### config.mk
export PLATFORM = sky130hd
export DESIGN_NAME = trapezoid_motion_profile_flat
export DESIGN_NICKNAME = d
export VERILOG_FILES = /design/src/rtl/tmp_pkg.sv /design/src/rtl/tmp_if.sv /design/src/rtl/tmp_div.sv /design/src/rtl/tmp_mul.sv /design/src/rtl/trapezoid_motion_profile.sv /design/src/flat_wrapper.sv
export SDC_FILE = /design/constraint.sdc
export NUM_CORES = 1
export LEC_CHECK = 0
export ABC_AREA = 1
export ABC_CLOCK_PERIOD_IN_PS = 7600
export BUFFER_PORTS_ARGS = -buffer_cell sky130_fd_sc_hd__buf_2
export CAP_MARGIN = 0
export CORE_AREA = 4 4 293 295
export DETAILED_ROUTE_END_ITERATION = 8
export DIE_AREA = 0 0 297 299
export MAX_ROUTING_LAYER = met4
export PLACE_DENSITY_LB_ADDON = 0.15
export SETUP_SLACK_MARGIN = 0.1
export SLEW_MARGIN = 10
export SYNTH_ARGS = -nofsm -noshare
export SYNTH_HDL_FRONTEND = slang
export SYNTH_SLANG_ARGS = --single-unit
### constraint.sdc
create_clock -name clk -period 7.6 [get_ports clk]
set_input_delay 1.52 -clock clk [delete_from_list [all_inputs] [get_ports clk]]
set_output_delay 1.52 -clock clk [all_outputs]
set_load 0.1 [all_outputs]
### src/rtl/tmp_pkg.sv
// Shared constants and types for the trapezoid motion profile generator.
package tmp_pkg;

  localparam int CfgIdxW = 2;

  localparam logic [CfgIdxW-1:0] REG_TICK_PERIOD = 2'd0;
  localparam logic [CfgIdxW-1:0] REG_RAMP_TIME   = 2'd1;
  localparam logic [CfgIdxW-1:0] REG_MAX_SPEED   = 2'd2;

  localparam logic [15:0] MS_PER_S  = 16'd1000;
  localparam logic [15:0] POS_SCALE = 16'd2000;
  // 65536 * 2000: at or above this the reported position saturates
  localparam logic [47:0] POS_SAT   = 48'd131072000;

  typedef struct packed {
    logic [31:0] num;   // numerator, left aligned to bits
    logic [31:0] den;
    logic [5:0]  bits;
  } div_req_t;

  typedef struct packed {
    logic [16:0] a;
    logic [15:0] b;
  } mul_req_t;

endpackage

### src/rtl/tmp_if.sv
// Request and response channel interfaces.
interface tmp_req_if;
  logic        valid;
  logic        ready;
  logic        req_type;
  logic [15:0] distance;
  modport source(output valid, req_type, distance, input ready);
  modport sink(input valid, req_type, distance, output ready);
endinterface

interface tmp_rsp_if;
  logic        valid;
  logic        ready;
  logic [15:0] position;
  logic [15:0] speed;
  logic [15:0] step_count;
  logic        idle;
  modport source(output valid, position, speed, step_count, idle, input ready);
  modport sink(input valid, position, speed, step_count, idle, output ready);
endinterface

### src/rtl/tmp_div.sv
// Bit-serial restoring divider, one quotient bit per cycle.
module tmp_div (
  input  logic              clk,
  input  logic              rst,
  input  logic              start,
  input  tmp_pkg::div_req_t req,
  output logic              done,
  output logic [31:0]       quo
);
  import tmp_pkg::*;

  logic        busy;
  logic [5:0]  cnt;
  logic [31:0] rem;
  logic [31:0] den;
  logic [32:0] shifted;
  logic [33:0] diff;

  assign shifted = {rem, quo[31]};
  assign diff    = {1'b0, shifted} - {2'b00, den};

  always_ff @(posedge clk) begin
    if (rst) begin
      busy <= 1'b0;
      done <= 1'b0;
      cnt  <= '0;
    end else begin
      done <= 1'b0;
      if (start) begin
        busy <= 1'b1;
        cnt  <= req.bits;
      end else if (busy) begin
        cnt <= cnt - 6'd1;
        if (cnt == 6'd1) begin
          busy <= 1'b0;
          done <= 1'b1;
        end
      end
    end
  end

  always_ff @(posedge clk) begin
    if (start) begin
      rem <= '0;
      quo <= req.num;
      den <= req.den;
    end else if (busy) begin
      rem <= diff[33] ? shifted[31:0] : diff[31:0];
      quo <= {quo[30:0], ~diff[33]};
    end
  end

endmodule

### src/rtl/tmp_mul.sv
// Bit-serial shift-add multiplier, one multiplier bit per cycle.
module tmp_mul (
  input  logic              clk,
  input  logic              rst,
  input  logic              start,
  input  tmp_pkg::mul_req_t req,
  output logic              done,
  output logic [32:0]       prod
);
  import tmp_pkg::*;

  logic        busy;
  logic [4:0]  cnt;
  logic [32:0] a;
  logic [15:0] b;

  always_ff @(posedge clk) begin
    if (rst) begin
      busy <= 1'b0;
      done <= 1'b0;
      cnt  <= '0;
    end else begin
      done <= 1'b0;
      if (start) begin
        busy <= 1'b1;
        cnt  <= 5'd16;
      end else if (busy) begin
        cnt <= cnt - 5'd1;
        if (cnt == 5'd1) begin
          busy <= 1'b0;
          done <= 1'b1;
        end
      end
    end
  end

  always_ff @(posedge clk) begin
    if (start) begin
      a    <= {16'b0, req.a};
      b    <= req.b;
      prod <= '0;
    end else if (busy) begin
      if (b[0]) begin
        prod <= prod + a;
      end
      a <= {a[31:0], 1'b0};
      b <= {1'b0, b[15:1]};
    end
  end

endmodule

### src/rtl/trapezoid_motion_profile.sv
// Trapezoid motion profile generator: top level and sequencer.
// Start word: three serial divides of 16, 16 and 26 bits, two serial multiplies
// and a 27-bit position divide. Tick word: one serial multiply and one position
// divide; a saturated position skips its divide. One word at a time; a new
// word is taken while the previous response waits. Synchronous reset restores
// register defaults and an idle generator; nothing needs clearing afterwards.
module trapezoid_motion_profile (
  input  logic                          clk,
  input  logic                          rst,
  input  logic                          cfg_we,
  input  logic [tmp_pkg::CfgIdxW-1:0]   cfg_index,
  input  logic [15:0]                   cfg_data,
  tmp_req_if.sink                       req,
  tmp_rsp_if.source                     rsp
);
  import tmp_pkg::*;

  typedef enum logic [9:0] {
    S_IDLE  = 10'b0000000001,
    S_RAMP  = 10'b0000000010,
    S_STEP  = 10'b0000000100,
    S_DMUL  = 10'b0000001000,
    S_VMUL  = 10'b0000010000,
    S_BRAKE = 10'b0000100000,
    S_TMUL  = 10'b0001000000,
    S_PCHK  = 10'b0010000000,
    S_PDIV  = 10'b0100000000,
    S_OUT   = 10'b1000000000
  } state_t;

  state_t      state;

  logic [15:0] tick_period;
  logic [15:0] ramp_time;
  logic [15:0] max_speed;

  logic [15:0] tick_index;
  logic [15:0] cur_speed;
  logic [47:0] pos_accum;
  logic [15:0] ramp_steps;
  logic [15:0] speed_step;
  logic [15:0] brake_index;
  logic [15:0] end_index;
  logic [15:0] target_dist;
  logic        idle_flag;
  logic [15:0] tick_latch;

  logic        running;
  logic [25:0] num_hold;
  logic [15:0] pos_res;

  logic        out_valid;
  logic [15:0] out_position;
  logic [15:0] out_speed;
  logic [15:0] out_step;
  logic        out_idle;

  logic        div_start;
  div_req_t    div_req;
  logic        div_done;
  logic [31:0] div_quo;
  logic        mul_start;
  mul_req_t    mul_req;
  logic        mul_done;
  logic [32:0] mul_prod;

  logic        accept;
  logic [15:0] teff;
  logic [15:0] vmax_eff;
  logic [15:0] ti_next;
  logic [15:0] spd_next;
  logic        run_next;
  logic [16:0] spd_sum;
  logic [15:0] rs_fix;

  assign req.ready = (state == S_IDLE);
  assign accept    = req.valid && req.ready;

  assign rsp.valid      = out_valid;
  assign rsp.position   = out_position;
  assign rsp.speed      = out_speed;
  assign rsp.step_count = out_step;
  assign rsp.idle       = out_idle;

  assign teff     = (tick_period == 16'd0) ? 16'd1 : tick_period;
  assign vmax_eff = (max_speed == 16'd0) ? 16'd1 : max_speed;
  assign ti_next  = tick_index + 16'd1;
  assign rs_fix   = (div_quo[15:0] == 16'd0) ? 16'd1 : div_quo[15:0];
  assign spd_sum  = {1'b0, spd_next} + {1'b0, cur_speed};

  always_comb begin
    run_next = 1'b1;
    if (ti_next <= ramp_steps) begin
      spd_next = cur_speed + speed_step;
    end else if (ti_next <= brake_index) begin
      spd_next = max_speed;
    end else if (ti_next <= end_index) begin
      spd_next = cur_speed - speed_step;
    end else begin
      spd_next = 16'd0;
      run_next = 1'b0;
    end
  end

  always_comb begin
    div_start = 1'b0;
    div_req   = '0;
    mul_start = 1'b0;
    mul_req   = '0;
    unique case (state)
      S_IDLE: begin
        if (accept) begin
          if (!req.req_type) begin
            div_start    = 1'b1;
            div_req.num  = {ramp_time, 16'b0};
            div_req.den  = {16'b0, teff};
            div_req.bits = 6'd16;
          end else begin
            mul_start = 1'b1;
            mul_req.a = run_next ? spd_sum : {1'b0, target_dist};
            mul_req.b = run_next ? tick_latch : POS_SCALE;
          end
        end
      end
      S_RAMP: begin
        if (div_done) begin
          div_start    = 1'b1;
          div_req.num  = {max_speed, 16'b0};
          div_req.den  = {16'b0, rs_fix};
          div_req.bits = 6'd16;
        end
      end
      S_STEP: begin
        if (div_done) begin
          mul_start = 1'b1;
          mul_req.a = {1'b0, target_dist};
          mul_req.b = MS_PER_S;
        end
      end
      S_DMUL: begin
        if (mul_done) begin
          mul_start = 1'b1;
          mul_req.a = {1'b0, vmax_eff};
          mul_req.b = tick_latch;
        end
      end
      S_VMUL: begin
        if (mul_done) begin
          div_start    = 1'b1;
          div_req.num  = {num_hold, 6'b0};
          div_req.den  = mul_prod[31:0];
          div_req.bits = 6'd26;
        end
      end
      S_PCHK: begin
        if (pos_accum < POS_SAT) begin
          div_start    = 1'b1;
          div_req.num  = {pos_accum[26:0], 5'b0};
          div_req.den  = {16'b0, POS_SCALE};
          div_req.bits = 6'd27;
        end
      end
      S_BRAKE, S_TMUL, S_PDIV, S_OUT: begin
      end
      default: begin
      end
    endcase
  end

  always_ff @(posedge clk) begin
    if (rst) begin
      tick_period <= 16'd1;
      ramp_time   <= 16'd0;
      max_speed   <= 16'd1;
    end else if (cfg_we) begin
      unique case (cfg_index)
        REG_TICK_PERIOD: tick_period <= cfg_data;
        REG_RAMP_TIME:   ramp_time   <= cfg_data;
        REG_MAX_SPEED:   max_speed   <= cfg_data;
        default: begin
        end
      endcase
    end
  end

  always_ff @(posedge clk) begin
    if (rst) begin
      state       <= S_IDLE;
      out_valid   <= 1'b0;
      tick_index  <= '0;
      cur_speed   <= '0;
      pos_accum   <= '0;
      ramp_steps  <= '0;
      speed_step  <= '0;
      brake_index <= '0;
      end_index   <= '0;
      target_dist <= '0;
      idle_flag   <= 1'b1;
      tick_latch  <= '0;
    end else begin
      if (rsp.ready && state != S_OUT) begin
        out_valid <= 1'b0;
      end
      unique case (state)
        S_IDLE: begin
          if (accept) begin
            if (!req.req_type) begin
              target_dist <= req.distance;
              tick_latch  <= teff;
              tick_index  <= '0;
              cur_speed   <= '0;
              pos_accum   <= '0;
              idle_flag   <= 1'b0;
              state       <= S_RAMP;
            end else begin
              tick_index <= ti_next;
              cur_speed  <= spd_next;
              idle_flag  <= ~run_next;
              running    <= run_next;
              state      <= S_TMUL;
            end
          end
        end
        S_RAMP: begin
          if (div_done) begin
            ramp_steps <= rs_fix;
            state      <= S_STEP;
          end
        end
        S_STEP: begin
          if (div_done) begin
            speed_step <= div_quo[15:0];
            state      <= S_DMUL;
          end
        end
        S_DMUL: begin
          if (mul_done) begin
            num_hold <= mul_prod[25:0];
            state    <= S_VMUL;
          end
        end
        S_VMUL: begin
          if (mul_done) begin
            state <= S_BRAKE;
          end
        end
        S_BRAKE: begin
          if (div_done) begin
            brake_index <= div_quo[15:0];
            end_index   <= div_quo[15:0] + ramp_steps;
            state       <= S_PCHK;
          end
        end
        S_TMUL: begin
          if (mul_done) begin
            // running: trapezoid step added; stopped: snap to the distance
            pos_accum <= running ? (pos_accum + {15'b0, mul_prod}) : {15'b0, mul_prod};
            state     <= S_PCHK;
          end
        end
        S_PCHK: begin
          if (pos_accum < POS_SAT) begin
            state <= S_PDIV;
          end else begin
            pos_res <= 16'hFFFF;
            state   <= S_OUT;
          end
        end
        S_PDIV: begin
          if (div_done) begin
            pos_res <= div_quo[15:0];
            state   <= S_OUT;
          end
        end
        S_OUT: begin
          if (!out_valid || rsp.ready) begin
            out_valid    <= 1'b1;
            out_position <= pos_res;
            out_speed    <= cur_speed;
            out_step     <= tick_index;
            out_idle     <= idle_flag;
            state        <= S_IDLE;
          end
        end
        default: state <= S_IDLE;
      endcase
    end
  end

  tmp_div u_div (
    .clk   (clk),
    .rst   (rst),
    .start (div_start),
    .req   (div_req),
    .done  (div_done),
    .quo   (div_quo)
  );

  tmp_mul u_mul (
    .clk   (clk),
    .rst   (rst),
    .start (mul_start),
    .req   (mul_req),
    .done  (mul_done),
    .prod  (mul_prod)
  );

endmodule
### src/flat_wrapper.sv
// flat-port wrapper written by rule: the top's interface ports become plain ports
module trapezoid_motion_profile_flat import tmp_pkg::*;
  (clk, rst, cfg_we, cfg_index, cfg_data, req_valid, req_req_type, req_distance, req_ready, rsp_valid, rsp_position, rsp_speed, rsp_step_count, rsp_idle, rsp_ready);
  tmp_req_if req_i ();
  tmp_rsp_if rsp_i ();
  input  logic clk;
  input  logic rst;
  input  logic cfg_we;
  input  logic [tmp_pkg::CfgIdxW-1:0] cfg_index;
  input  logic [15:0] cfg_data;
  input wire logic [$bits(req_i.valid)-1:0] req_valid;
  input wire logic [$bits(req_i.req_type)-1:0] req_req_type;
  input wire logic [$bits(req_i.distance)-1:0] req_distance;
  output wire logic [$bits(req_i.ready)-1:0] req_ready;
  output wire logic [$bits(rsp_i.valid)-1:0] rsp_valid;
  output wire logic [$bits(rsp_i.position)-1:0] rsp_position;
  output wire logic [$bits(rsp_i.speed)-1:0] rsp_speed;
  output wire logic [$bits(rsp_i.step_count)-1:0] rsp_step_count;
  output wire logic [$bits(rsp_i.idle)-1:0] rsp_idle;
  input wire logic [$bits(rsp_i.ready)-1:0] rsp_ready;
  assign req_i.valid = req_valid;
  assign req_i.req_type = req_req_type;
  assign req_i.distance = req_distance;
  assign req_ready = req_i.ready;
  assign rsp_valid = rsp_i.valid;
  assign rsp_position = rsp_i.position;
  assign rsp_speed = rsp_i.speed;
  assign rsp_step_count = rsp_i.step_count;
  assign rsp_idle = rsp_i.idle;
  assign rsp_i.ready = rsp_ready;
  trapezoid_motion_profile u_core (.clk(clk), .rst(rst), .cfg_we(cfg_we), .cfg_index(cfg_index), .cfg_data(cfg_data), .req(req_i), .rsp(rsp_i));
endmodule
# Yosys cells after proc, flatten, opt, wreduce, memory -nomap -nowiden
# Index checks and enable logic that the tools add are counted.
# totals
out_inout_bits,51
input_bits,40
reg_bits,521
wordCells,188
# op_classes
n_eq_ne,26
reduce_logical,30
bitwise_logic,6
n_addsub,10
n_mux,76
magnitude_cmp,4
# ops
operator,count
70-bit two-way mux,5
70-bit one-hot mux with 4 select lines,1
16-bit two-way mux,13
48-bit two-way mux,4
32-bit two-way mux,5
10-bit two-way mux,10
10-bit one-hot mux with 10 select lines,1
33-bit one-hot mux with 3 select lines,1
48-bit one-hot mux with 2 select lines,1
33-bit two-way mux,2
17-bit two-way mux,3
48-bit by 33-bit adder with 48-bit output,1
16-bit less-or-equal comparator,3
16-bit logical NOT,3
48-bit by 27-bit < comparator with 1-bit output (second input constant),1
33-bit by 32-bit subtractor with 34-bit output,1
33-bit adder,1
16-bit adder,2
16-bit one-hot mux with 2 select lines,1
1-bit two-way mux,22
2-bit inequality test (second input constant),10
16-bit by 16-bit adder with 17-bit output,1
16-bit by 1-bit adder with 16-bit output (second input constant),1
2-bit AND reduction,8
35 further kinds,51

# Longest topological paths before layout
# logic_depth
ltp_word,11
ltp_mapped,36
ltp_nobuf,35

# Cells and area by module
# A second synthesis with hierarchy kept.
# hier_totals
hier_cells,5068
area_unflattened_um2,34187.8
# by_module_without_submodules
module,cells_per_inst,instances,area_per_inst_um2,seq_area_each_um2
trapezoid_motion_profile,3101,1,21177.8,7487.2
tmp_div,1023,1,6989.2,2722.6
tmp_mul,944,1,6020.8,2112.0

# Worst setup path before layout
# No wires, ideal clock.
# synth_path
path_type,input-to-reg
startpoint,in rst
endpoint,reg u_core.out_idle (netlist: u_core.rsp.idle) (enable)
t_arrival_ns,5.563
setup_time_ns,0.526
setup_slack_ns,1.510
n_path_buf,2
t_required_ns,7.074
cell_stages,3
path_cell_list,clkbuf_1 > clkbuf_1 > nor3b_1
# synth_between
elab_chain_cells,2
# synth_lines
element,line,rtl
"start, declared",flat_wrapper.sv:7,input logic rst;
1-bit NOT (no source line),n/a,
3-bit AND reduction (no source line),n/a,
"end signal, assigned",trapezoid_motion_profile.sv:281,out_idle <= idle_flag;
"end, declared",trapezoid_motion_profile.sv:56,logic out_idle;
# No other way between the ends.
# A chain may end at the register's enable or synchronous reset.

# Final worst setup path
# layout_path
startpoint,reg u_core.tick_index[0]
endpoint,"reg u_core.u_mul.a[14], data pin"
# layout_between
elab_chain_cells,11
word_cells_on_any_way,16
cone_classes,2 x add/sub; 3 x order compare; 11 x mux
# layout_lines
element,line,rtl
"start, declared",trapezoid_motion_profile.sv:37,logic [15:0] tick_index;
"start signal, assigned",trapezoid_motion_profile.sv:216,tick_index <= ti_next;
16-bit by 1-bit adder with 16-bit output *,trapezoid_motion_profile.sv:87,assign ti_next = tick_index + 16'd1;
16-bit less-or-equal comparator,trapezoid_motion_profile.sv:97,end else if (ti_next <= end_index) begin
16-bit two-way mux,trapezoid_motion_profile.sv:97,
16-bit two-way mux,trapezoid_motion_profile.sv:95,end else if (ti_next <= brake_index) begin
16-bit two-way mux,trapezoid_motion_profile.sv:93,if (ti_next <= ramp_steps) begin
16-bit by 16-bit adder with 17-bit output,trapezoid_motion_profile.sv:89,"assign spd_sum = {1'b0, spd_next} + {1'b0, cur_speed};"
17-bit two-way mux *,trapezoid_motion_profile.sv:120,"mul_req.a = run_next ? spd_sum : {1'b0, target_dist};"
33-bit two-way mux *,trapezoid_motion_profile.sv:113,if (!req.req_type) begin
33-bit two-way mux *,trapezoid_motion_profile.sv:112,if (accept) begin
33-bit one-hot mux with 3 select lines *,trapezoid_motion_profile.sv:110,unique case (state)
17-bit two-way mux *,tmp_mul.sv:38,if (start) begin
"end signal, assigned",tmp_mul.sv:39,"a <= {16'b0, req.a};"
"end signal, assigned",tmp_mul.sv:46,"a <= {a[31:0], 1'b0};"
"end, declared",tmp_mul.sv:14,logic [32:0] a;
# Mark *: on every way between the ends. The rest lies on a longest branch, timed or not.

==> results.toml <==
[synthesis]
synth_edf_count = 189
synthSimpleGateAreaFrac_pct = 27.9
yosysTopAreaCellShare_pct = 20.2
yosysTopAreaCell = "dfxtp_1"
netlist_instances = 4678
synth_mux_area_share_pct = 0
synth_top_family_by_area = "simple AND/OR/NAND/NOR gates"
postSynthAreaPerCell_sq_um = 7.05
synth_area_leaders = "dfxtp_1 (20%), edfxtp_1 (17%), nand2_1 (14%), ha_1 (8.0%), inv_1 (7.2%)"
synth_compound_area_share_pct = 14.6
synth_xor_area_share_pct = 2.42
async_flop_share_pct = 0
synth_cell_types = 56
ys.flop_type = "dfxtp_1"
synth_adder_area_share_pct = 8.43
syn_nets = 4936
yosysSeqAreaShare_pct = 37.4
yosysWarnings = 0
synth_area_sq_um = 33000
ys_ff_latch = 521

[setup_path]
crit_buf_inv = 1
cp_max_fo = 19
cp_common_cell = "nand2_1"
critical-path-slowest-cell = "nor2_2"
crit_type = "reg -> reg"
crit_path_start_kind = "flip-flop"
slowest_delay_ns = 0.65
cp.arrival_ns = 6.18
cp.required_ns = 8.01
r2r_slack_ns = 1.83
crit_path_end_kind = "flip-flop"
critPathTopFamily = "simple AND/OR/NAND/NOR gates"

[die]
initial_utilization_pct = 39.6
pin_count = 91
core_sq_um = 83200
die_area_sq_um = 88800
die_w_microns = 297
die_y_microns = 299
row_count = 106

[place]
hpwl_mm = 92.0
dp_cells = 5733
portBuffers = 90
gp_congestion = 0.998

[timing]
period_needed_ns = 5.77
finClkSkew_ns = 0.0415
fin_crit_sh_pct = 75.9
final-setup-viol-count = 0
drv_slew = 0
tns_ns = 0
rsz0062_at_grt = "false"
hold_violations = 0
tightest_slew_ns = 1.16
fmax_mhz = 173
slew_headroom_pct = 22.6

[clock_network]
clk_latency_ns = 0.66
cts_tree = "yes"
cts_sinks = 521
h-tree-depth = 2
cts_setup_buffers = 0
cts_buffers = 61
ctsHoldBuffers = 0
clkTransAtPathRegs_ns = 0.06
post_cts_resized = 0
root_buffer = "clkbuf_16"
cts.path.max_buffers = 3

[pwr]
power_density_nw_per_um2 = 285
power_uw = 10400
leakage_uw = 0.0167
ir_drop_mv = 0.217

[drt]
drtIter0Drc = 2706
via_per_inst = 5.29
totalWireLength_mm = 117
post-route-drc-count = 0
num_vias = 30900
drtPass1Iterations = 6
wl_per_cell_microns = 20.1
antenna_left = 0

[grt]
antenna_found_initial = 1
grtUsageTotal_pct = 26.3
grt_pass1_wl_mm = 177
grt_pass1_vias = 28700
grt_overflow = 0
grt_max_degree = 69

[finish]
finalCoreUtilization_pct = 43.9
layout_commonest_cell = "nand2_1"
synthToLayoutAreaGrowth_pct = 10.6
final_cell_mix = "nand2_1 (1221), inv_1 (629), a21oi_1 (456)"
n_antenna_cell = 0
final_cells = 5848
layout.nets = 4974
drive_gt1_share_pct = 6.19

[worst_hold_path]
hold_path_class = "reg -> reg"

[run_status]
status = "finished clean"

[job]
max_cap_viol_count = 0
==> stage by stage <==
step / cell area [sq um] / hold slack [ns] / worst slack, ns
2_1_floorplan: 33000 / 0.400 / 1.51
4_1_cts: 36500 / 0.417 / 1.82
3_5_place_dp: 34400 / 0.405 / 1.83
6_report: 36500 / 0.415 / 1.83
3_3_place_gp: 34400 / 0.401 / 1.96
5_1_grt: 36500 / 0.425 / 1.16
==> Yosys cell counts (all sizes together) (2+ instances only) <==
cell and count:
o221ai 4, o31ai 2, o21bai 22, a21o 18
nand2 1227, o2111ai 6, dfxtp 332, and3 3
o21a 8, nor3 43, nand3b 13, o22ai 15
nor4 21, a211oi 2, and2 10, a21oi 457
nand4 91, nor2 432, a31oi 12, clkbuf 92
nor3b 2, a21boi 7, or2 32, fa 7
o211ai 42, clkinv 4, a22oi 16, buf 52
edfxtp 189, o21ai 270, nand3 302, ha 211
xnor2 30, xor2 61, inv 639
==> layer usage <==
layer | share of wire, % | up-vias | global-route usage (%) | wire, microns
li1 | - | 15500 | - | -
met1 | 46 | 14400 | 36.0 | 54600
met2 | 45 | 861 | 41.2 | 52300
met3 | 5.9 | 153 | 2.88 | 6880
met4 | 3.1 | 0 | 7.57 | 3690
met5 | 0 | - | - | 0
==> worst register-to-register path, delay by kind of cell, from the launching register on <==
kind                     cells  cell delay [ns]
adder cells (fa/ha/maj)      3             0.83
AO/OA/AOI/OAI                1             0.31
buffers and inverters        1             0.04
AND/OR/NAND/NOR             27             3.86
flip-flops                   1             0.46
==> state kept, by name, indices dropped and copies added (netlist names), 26 cells and up <==
signal / count
u_core.pos_accum: 48
u_core.u_mul.a: 33
u_core.u_mul.prod: 33
u_core.u_div.den: 32
u_core.u_div.quo: 32
u_core.u_div.rem: 32
u_core.num_hold: 26
==> final timing paths <==
check,from,endpoint,depth (start not counted)
setup / recovery,u_core.tick_index[0],u_core.u_mul.a[14],32
hold / removal,u_core.pos_res[4],u_core.rsp.position[4],0
setup reg to reg,u_core.tick_index[0],u_core.u_mul.a[14],32
hold reg to reg,u_core.pos_res[4],u_core.rsp.position[4],0
==> kinds of logic (layout without fill, tap and decap cells) <==
group                      count (synthesis)  count (layout)
adders and majority gates                218             218
buffers and inverters                    787             877
AOI/OAI and AO/OA                        885             885
and+or+nand+nor                         2176            2176
xor gates and xnor gates                  91              91
DFF                                      521             521
==> power by group <==
| group | leakage (uW) | internal, uW | switching (uW) |
|---|---|---|---|
| logic | 0.0112 | 1020 | 2500 |
| registers | 0.00444 | 3340 | 461 |
| clock network | 0.00102 | 1780 | 1280 |
| total | 0.0167 | 6140 | 4250 |
==> layout make-up <==
class / count / area [sq um]
tap: 1080 / 1350
multi-input combinational: 3370 / 17600
clock buffer: 82 / 1730
sequential: 521 / 12300
clock inverter: 33 / 363
fill: 8639 / 46700
inverter: 643 / 2420
timing repair buffer: 119 / 671
Power figures use the tool's default switching activity.
